File: config.mk
export PLATFORM = sky130hd
export DESIGN_NAME = uvs_div
export DESIGN_NICKNAME = d
export VERILOG_FILES = /design/src/sv/uvs_pkg.sv /design/src/sv/uvs_div.sv
export SDC_FILE = /design/constraint.sdc
export NUM_CORES = 1
export LEC_CHECK = 0
export BUFFER_PORTS_ARGS = -buffer_cell sky130_fd_sc_hd__buf_2
export CAP_MARGIN = 20
export CORE_UTILIZATION = 50
export DETAILED_ROUTE_END_ITERATION = 10
export PLACE_DENSITY_LB_ADDON = 0.05
export SLEW_MARGIN = 20
export SYNTH_ARGS = -nofsm -noshare
export SYNTH_HDL_FRONTEND = slang
export SYNTH_SLANG_ARGS = --single-unit
export TNS_END_PERCENT = 100
File: constraint.sdc
create_clock -name clk -period 8.2 [get_ports clk]
set_clock_uncertainty 0.05 [all_clocks]
set_input_delay 0.41 -clock clk [delete_from_list [all_inputs] [get_ports clk]]
set_output_delay 0.41 -clock clk [all_outputs]
set_load 0.005 [all_outputs]
File: src/sv/uvs_pkg.sv
`timescale 1ns / 1ps
// Shared types and constants of the UV sphere vertex generator.
// No dependencies; every other file of the block imports it.
package uvs_pkg;

	// Grid and result field widths
	localparam int COORD_W = 9;
	localparam int POS_W   = 16;
	localparam int TEX_W   = 16;
	localparam int IDX_W   = 17;
	localparam int RAD_W   = 16;
	localparam int CFG_W   = 16;

	// Default grid limits and register reset values
	localparam int MAX_SECTORS_DEF = 256;
	localparam int MAX_STACKS_DEF  = 256;
	localparam logic [RAD_W-1:0]   RADIUS_RST  = 16'd256;
	localparam logic [COORD_W-1:0] SECTORS_RST = 9'd36;
	localparam logic [COORD_W-1:0] STACKS_RST  = 9'd18;

	// Phase is 2^24 units per turn, sine magnitudes are Q1.29
	localparam int PHASE_W = 24;
	localparam logic [PHASE_W-1:0] QUARTER = 24'h40_0000;
	localparam int SIN_W = 30;
	localparam logic [SIN_W-1:0] Q29_ONE = 30'h2000_0000;
	localparam logic [30:0] PI_Q29 = 31'h6487_ED51;

	// Long division: quotient bits per grid coordinate, tap for texture
	localparam int DIV_STEPS = 25;
	localparam int TEX_TAP   = 15;

	// Stages of one sine evaluation
	localparam int SINE_STAGES = 10;

	// Configuration register indexes
	typedef enum logic [1:0] {
		REG_RADIUS  = 2'd0,
		REG_SECTORS = 2'd1,
		REG_STACKS  = 2'd2
	} cfg_reg_t;

	// Input word: one grid point
	typedef struct packed {
		logic [COORD_W-1:0] stack_row;
		logic [COORD_W-1:0] sector_col;
	} pt_t;

	// Output word: one vertex
	typedef struct packed {
		logic signed [POS_W-1:0] pos_x;
		logic signed [POS_W-1:0] pos_y;
		logic signed [POS_W-1:0] pos_z;
		logic [TEX_W-1:0]        tex_u;
		logic [TEX_W-1:0]        tex_v;
		logic                    parity;
		logic                    in_range;
		logic                    cell_valid;
		logic [IDX_W-1:0]        corner_first;
		logic [IDX_W-1:0]        corner_second;
		logic [IDX_W-1:0]        corner_first_next;
		logic [IDX_W-1:0]        corner_second_next;
	} vtx_t;

endpackage

File: src/sv/uvs_div.sv
`timescale 1ns / 1ps
// Pipelined restoring divider: num * 2^k / den, one quotient bit per stage.
// Also yields the rounded Q1.15 ratio tapped partway. Depends on uvs_pkg.
module uvs_div #(
	parameter int NW = 9,
	parameter int DW = 9,
	localparam int RW = (NW > DW) ? NW : DW
) (
	input  logic                         clk,
	input  logic [uvs_pkg::DIV_STEPS-1:0] en,
	input  logic [NW-1:0]                num,
	input  logic [DW-1:0]                den,
	output logic [uvs_pkg::DIV_STEPS-1:0] quot,
	output logic [RW-1:0]                rem,
	output logic [uvs_pkg::TEX_W-1:0]    tex
);
	import uvs_pkg::*;

	logic [RW-1:0]        r_s [DIV_STEPS];
	logic [DIV_STEPS-1:0] q_s [DIV_STEPS];
	logic [TEX_W-1:0]     tex_s [TEX_TAP+1:DIV_STEPS-1];
	logic [DW-1:0]        thr;

	// Round up when the remainder reaches half the divisor
	assign thr = den - (den >> 1);

	genvar j;
	generate
		for (j = 0; j < DIV_STEPS; j++) begin : g_step
			logic [RW:0]          trial;
			logic [DIV_STEPS-1:0] q_prev;
			logic                 take;

			if (j == 0) begin : g_first
				assign trial  = (RW+1)'(num);
				assign q_prev = '0;
			end else begin : g_next
				assign trial  = {r_s[j-1], 1'b0};
				assign q_prev = q_s[j-1];
			end

			// Subtract the divisor where it fits, shift in the quotient bit
			assign take = trial >= (RW+1)'(den);
			always_ff @(posedge clk) begin
				if (en[j]) begin
					r_s[j] <= RW'(take ? trial - (RW+1)'(den) : trial);
					q_s[j] <= {q_prev[DIV_STEPS-2:0], take};
				end
			end

			// Round the texture ratio at the tap, then carry it along
			if (j == TEX_TAP + 1) begin : g_tap
				always_ff @(posedge clk) begin
					if (en[j]) begin
						tex_s[j] <= q_s[j-1][TEX_W-1:0] + TEX_W'(r_s[j-1] >= RW'(thr));
					end
				end
			end else if (j > TEX_TAP + 1) begin : g_carry
				always_ff @(posedge clk) begin
					if (en[j]) begin
						tex_s[j] <= tex_s[j-1];
					end
				end
			end
		end
	endgenerate

	assign quot = q_s[DIV_STEPS-1];
	assign rem  = r_s[DIV_STEPS-1];
	assign tex  = tex_s[DIV_STEPS-1];

endmodule

Word level (Yosys, flattened, before mapping):

Memories as Yosys holds them, arrays and structs flattened.
Index checks and enable logic that the tools add are counted.

* register bits: 0
* bits in latches: 0
* memory bits (writable): 994
* bits in read-only memories: 0
* bits of input ports: 44
* output and inout bits: 50
* memories: 3

* $add $sub $neg: 27
* multipliers: 0
* div/mod/pow operators: 0
* $lt $le $gt $ge: 26
* equal/unequal tests: 0
* shifts and indexed selects: 0
* muxes and demuxes: 75
* bitwise gates (word level): 0
* reduce and logical (&&, ||, !) cells: 0

Memory list
* q_s: depth 25, width 25, rd ports 25, clocked after Yosys merged registers in 0, write ports 25, RTL line uvs_div.sv:20 `logic [DIV_STEPS-1:0] q_s [DIV_STEPS];`
* r_s: depth 25, width 9, rd ports 25, clocked after Yosys merged registers in 0, write ports 25, RTL line uvs_div.sv:19 `logic [RW-1:0] r_s [DIV_STEPS];`
* tex_s: depth 9, width 16, rd ports 9, clocked after Yosys merged registers in 0, write ports 9, RTL line uvs_div.sv:21 `logic [TEX_W-1:0] tex_s [TEX_TAP+1:DIV_STEPS-1];`

Operators with widths (number)
* 10-bit by 9-bit greater-or-equal comparator with 1-bit output: 24
* 9-bit two-way mux: 25
* 9-bit subtractor: 25
* 1-bit two-way mux: 50
* 9-bit greater-or-equal comparator: 2
* 16-bit by 1-bit adder with 16-bit output: 1
* 9-bit by 8-bit subtractor with 9-bit output: 1

Longest topological paths before layout:

* depth in word-level cells: 3
* gate-level depth with buffers: 22
* mapped depth without buffers: 19

Worst setup path before layout:

Ideal clock, no wire load.

* path kind: input to register
* from: input port den[0]
* to: register tex_s[1][14] (netlist name)
* arrival time: 4.628 ns
* path slack: 3.264 ns
* stages on the path: 22
* path buffers: 3
* path through: inv_1 > clkbuf_1 > clkbuf_1 > ha_1 > fa_1 > nor2b_1 > o21ai_0 > a21boi_0 > o21ai_0 > nand2b_1 > xnor2_1 > ha_1 > o21a_1 > o211ai_1 > a21oi_1 > a211o_1 > ha_1 > ha_1 > and3_1 > clkbuf_1 > nand4_1 > xnor2_1

RTL lines
* start: declaration: RTL line uvs_div.sv:12 `input logic [DW-1:0] den,`

==> out/metrics.sh <==
CRIT-REG2REG-LAUNCH='r_s[1][64]$_DFFE_PP_'
HOLDCRITSTARTPOINT='num[4]'
AVGROUTEDWIREPERCELL_UM=17.8
LAYOUT.CELLS.MOST_COMMON='sky130_fd_sc_hd__edfxtp_1'
SWITCHING_SHARE=0.315
NNETSFINAL=2857
YOSYS_MOST_USED_DFF='sky130_fd_sc_hd__edfxtp_1'
IO_PINS=94
CTS_TREE='yes'
TRANSITION_TIME_AT_THE_PIN_WITH_THE_LEAST_SLEW_MARGIN_NS=1.05
TRITONCTS.NUM_BUFFERS=74
ENDPOINT_KIND='register'
ROUTE.FINAL.WIRE_LENGTH_UM=61900
R2R_SLACK_NS=5.13
LAYOUT_MIN_CYCLE_TIME_NS=4.16
FINAL_HOLD_VIOL_COUNT=0
FP.DIEH_UM=263
PART_OF_THE_TOTAL_POWER_DISSIPATED_IN_SEQUENTIAL_ELEMENTS=0.384
POST-SYNTH-TOP-AREA-CELL='sky130_fd_sc_hd__edfxtp_1'
CTS.HTREE.LEVELS=3
INITIAL_CORE_UTIL=0.506
FRACTION_OF_FINAL_LAYOUT_CELLS_WITH_DRIVE_STRENGTH_GREATER_THAN_1=0.159
SETUP.WORST_PATH.CLASS='in2reg'
POST_SYNTHESIS_NET_COUNT=2697
FIN_TNS_SETUP_NS=0
POSTCTSRESIZEDCELLS=0
VIA_COUNT=18900
DP_HPWL_UM=41200
STATUS='finished, final reports clean'
SETUP_WS_NS=4.04
GLOBALROUTE.TOTALOVERFLOW=0
NUMBER_OF_VIAS_PER_CELL=5.45
NUMBER_OF_STANDARD_CELLS_AFTER_SYNTHESIS=2383
YOSYSTOPAREACELLSHARE=0.612
MAX_CAP_VIOL_COUNT=0
DRCVIOLATIONCOUNT=0
COMPOUND_CELL_AREA_SHARE_OF_THE_YOSYS_NETLIST=0.0927
POST_SYNTHESIS_XOR_XNOR_AREA_FRACTION=0.0455
SLEW-LIMIT-HEADROOM=0.297
WORST-ENDPOINT-REQUIRED_NS=8.52
DRT_ITER0_DRC=992
POWER_DENSITY_nW_PER_UM2=376
TIMING.CRITICAL_PATH.FANOUT_MAX=28
DRT_PASS1_ITERATIONS=5
CLKLATENCYLATEPIN_NS=0.62
R2R_END='tex_s[1][14]$_DFFE_PP_'
HOLD_PATH.CLASS='in2reg'
LEAKAGEPOWER_nW=14.4
FLOORPLAN.ROWS=95
GLOBALROUTETOTALUTIL=0.181
DIE_AREA_UM2=69200
LEADING_CELL_TYPES_IN_THE_LAYOUT_FILL_AND_TAPS_EXCLUDED='sky130_fd_sc_hd__edfxtp_1 (694), sky130_fd_sc_hd__ha_1 (244), sky130_fd_sc_hd__a21oi_1 (143), sky130_fd_sc_hd__nor2_1 (143), sky130_fd_sc_hd__mux2_2 (136)'
PRECTSSETUPSLACK_NS=3.36
SYNTH_SIMPLE_GATE_AREA_SHARE=0.0748
WORST_CASE_VDD_IR_DROP_V=0.000198
DRT.ANTENNA.VIOLATING_NETS=0
CTS.CLK_SLEW.WORST_PATHS_NS=0.06
NUMBER_OF_ENABLE_FLIP_FLOP_CELLS_AFTER_SYNTHESIS=694
R2R_CELLS=12
WIRE_LENGTH_OF_THE_FIRST_GLOBAL_ROUTING_PASS_UM=99600
SLEW_VIOL_FINAL=0
IO_BUFFER_COUNT=93
POST_CTS_SETUP_BUFFER_COUNT=0
SYNTHMUXAREASHARE=0.0549
CTS_ROOT_BUFFER='sky130_fd_sc_hd__clkbuf_16'
YS_SEQ_AREA_FRAC=0.612
ANTENNA_VIOLATIONS_BEFORE_REPAIR=1
YOSYS_WARNINGS=0
CP-START-KIND='input port'
FINALHOLDWORSTSLACK_NS=0.0969
YS_FF_LATCH=694
WORSTPATHARRIVAL_NS=4.48
YS_ASYNC_SR_FRACTION=0
GRT_PASS1_VIAS=19100
SYNTH_TOP_FAMILY_BY_AREA='adder cells'
SETUP.WORST_PATH.START='den[1]'
DIE-WIDTH_UM=263
CTS_SINKS=694
P_SW_mW=4.52
MIN_PERIOD_OVER_PERIOD=0.508
SYNTH.AREA.TOP_CELLS='sky130_fd_sc_hd__edfxtp_1 (61%), sky130_fd_sc_hd__ha_1 (9.0%), sky130_fd_sc_hd__mux2_2 (4.5%)'
CTS.HOLD.BUFFERS_ADDED=0
SYNTH_FA_HA_AREA_FRAC=0.105
SETUP_VIOL=0
CORE_AREA_UM2=67300
FMAXACHIEVABLE_MHz=240
SYNTH_AREA_PER_CELL_UM2=14.3
TIMING.CRITICAL_PATH.TO='tex_s[1][14]$_DFFE_PP_'
CTS-ROOT-TO-SINK-BUFFERS=3
INTERNAL-POWER_mW=9.85
POWER.COMBINATIONAL.FRACTION=0.368
YOSYS.CELL_TYPES.COUNT=58
POWER_FRAC_CLOCK=0.249
SYNTHESIS.AREA_UM2=34100
ROUTABILITYCONGESTION=0.829
GRT_MAX_DEGREE=51
GRT_SETUP_UNREPAIRED='no'
AREA_DELTA_SYNTH_FINAL_PCT=12.3
## worst min path at each step
stage                                  to  slack [ns]  cells after the start
finish                r_s[0][4]$_DFFE_PP_         0.1                      2
global route          r_s[0][7]$_DFFE_PP_        0.09                      2
CTS                   r_s[0][7]$_DFFE_PP_        0.06                      2
detailed placement   q_s[0][52]$_DFFE_PP_        0.35                      0
global placement      q_s[3][8]$_DFFE_PP_        0.35                      0
floorplan           q_s[0][101]$_DFFE_PP_        0.35                      0
## critical path: stages
cell,delay (ns)
sky130_fd_sc_hd__buf_2,0.08
sky130_fd_sc_hd__buf_4,0.53
sky130_fd_sc_hd__ha_1,0.32
sky130_fd_sc_hd__fa_1,0.21
sky130_fd_sc_hd__nor2b_1,0.05
sky130_fd_sc_hd__o21ai_0,0.19
sky130_fd_sc_hd__a21boi_0,0.12
sky130_fd_sc_hd__o21ai_0,0.24
sky130_fd_sc_hd__nand2b_1,0.10
sky130_fd_sc_hd__xnor2_1,0.14
sky130_fd_sc_hd__ha_1,0.33
sky130_fd_sc_hd__o21a_1,0.13
sky130_fd_sc_hd__o211ai_1,0.08
sky130_fd_sc_hd__a21oi_1,0.13
sky130_fd_sc_hd__a211o_1,0.27
sky130_fd_sc_hd__ha_1,0.28
sky130_fd_sc_hd__ha_1,0.23
sky130_fd_sc_hd__and3_1,0.28
sky130_fd_sc_hd__nand4_1,0.15
sky130_fd_sc_hd__xnor2_1,0.15
## layout make-up
| cell class | count | area (um^2) |
|---|---|---|
| Sequential cell | 694 | 20800 |
| Timing Repair Buffer | 107 | 588 |
| Multi-Input combinational cell | 1565 | 12700 |
| Tap cell | 873 | 1090 |
| Inverter | 101 | 379 |
| Fill cell | 5325 | 29000 |
| Antenna cell | 1 | 2.50 |
| Clock inverter | 52 | 759 |
| Clock buffer | 83 | 1910 |
## power groups by stage
stage               registers (mW)  logic [mW]  clock network, mW
floorplan                     5.38        4.25                  0
global placement              5.58        5.14                  0
detailed placement            5.59        5.25                  0
CTS                           5.52        5.31               3.68
global route                  5.59        5.89               3.81
finish                        5.51        5.28               3.57
## logic make-up (layout without fill, tap and decap cells)
kind of cell | count (synthesis) | after routing
AOI/OAI and AO/OA | 456 | 456
xor gates and xnor gates | 177 | 177
adders and majority gates | 270 | 270
buffers and inverters | 124 | 343
DFF | 694 | 694
muxes | 170 | 170
other | 0 | 1
and+or+nand+nor | 492 | 492
## metrics by stage
step	total power, mW	std cells	utilization	area (um^2)
2_1_floorplan	9.63	2383	-	34100
3_3_place_gp	10.7	3339	0.529	35600
3_5_place_dp	10.8	3339	0.529	35600
4_1_cts	14.5	3474	0.568	38200
5_1_grt	15.3	3475	0.569	38300
6_report	14.4	3476	0.569	38300
## sequential cells by signal (all words and copies together), names as in the netlist
register / count
tex_s: 144
q_s: 325
r_s: 225
## synthesized netlist by cell type (all sizes together), types with 7 or more instances
master   count
edfxtp     694
ha         244
a21oi      150
nor2       143
mux2       136
o21ai      120
xnor2      118
inv        101
nand2       75
xor2        59
nand3       50
nor2b       44
nor3        42
o21a        36
mux2i       34
a21o        29
fa          26
and3        25
o31a        23
nand2b      21
a21boi      18
or2         18
buf         16
and2b       15
a2bb2oi     12
a311oi      12
nand4       12
nand4bb     10
nor4b       10
o221ai      10
o31ai       10
o41ai       10
or2b        10
and2         8
clkbuf       7
## layer usage
layer	global-route usage	vias up	wire length, um
li1	-	9381	-
met1	0.231	9119	27700
met3	0.0304	108	2410
met2	0.308	333	29900
met5	0	-	0
met4	0.0729	0	1910
No activity file was read; power rests on OpenSTA's default activity.
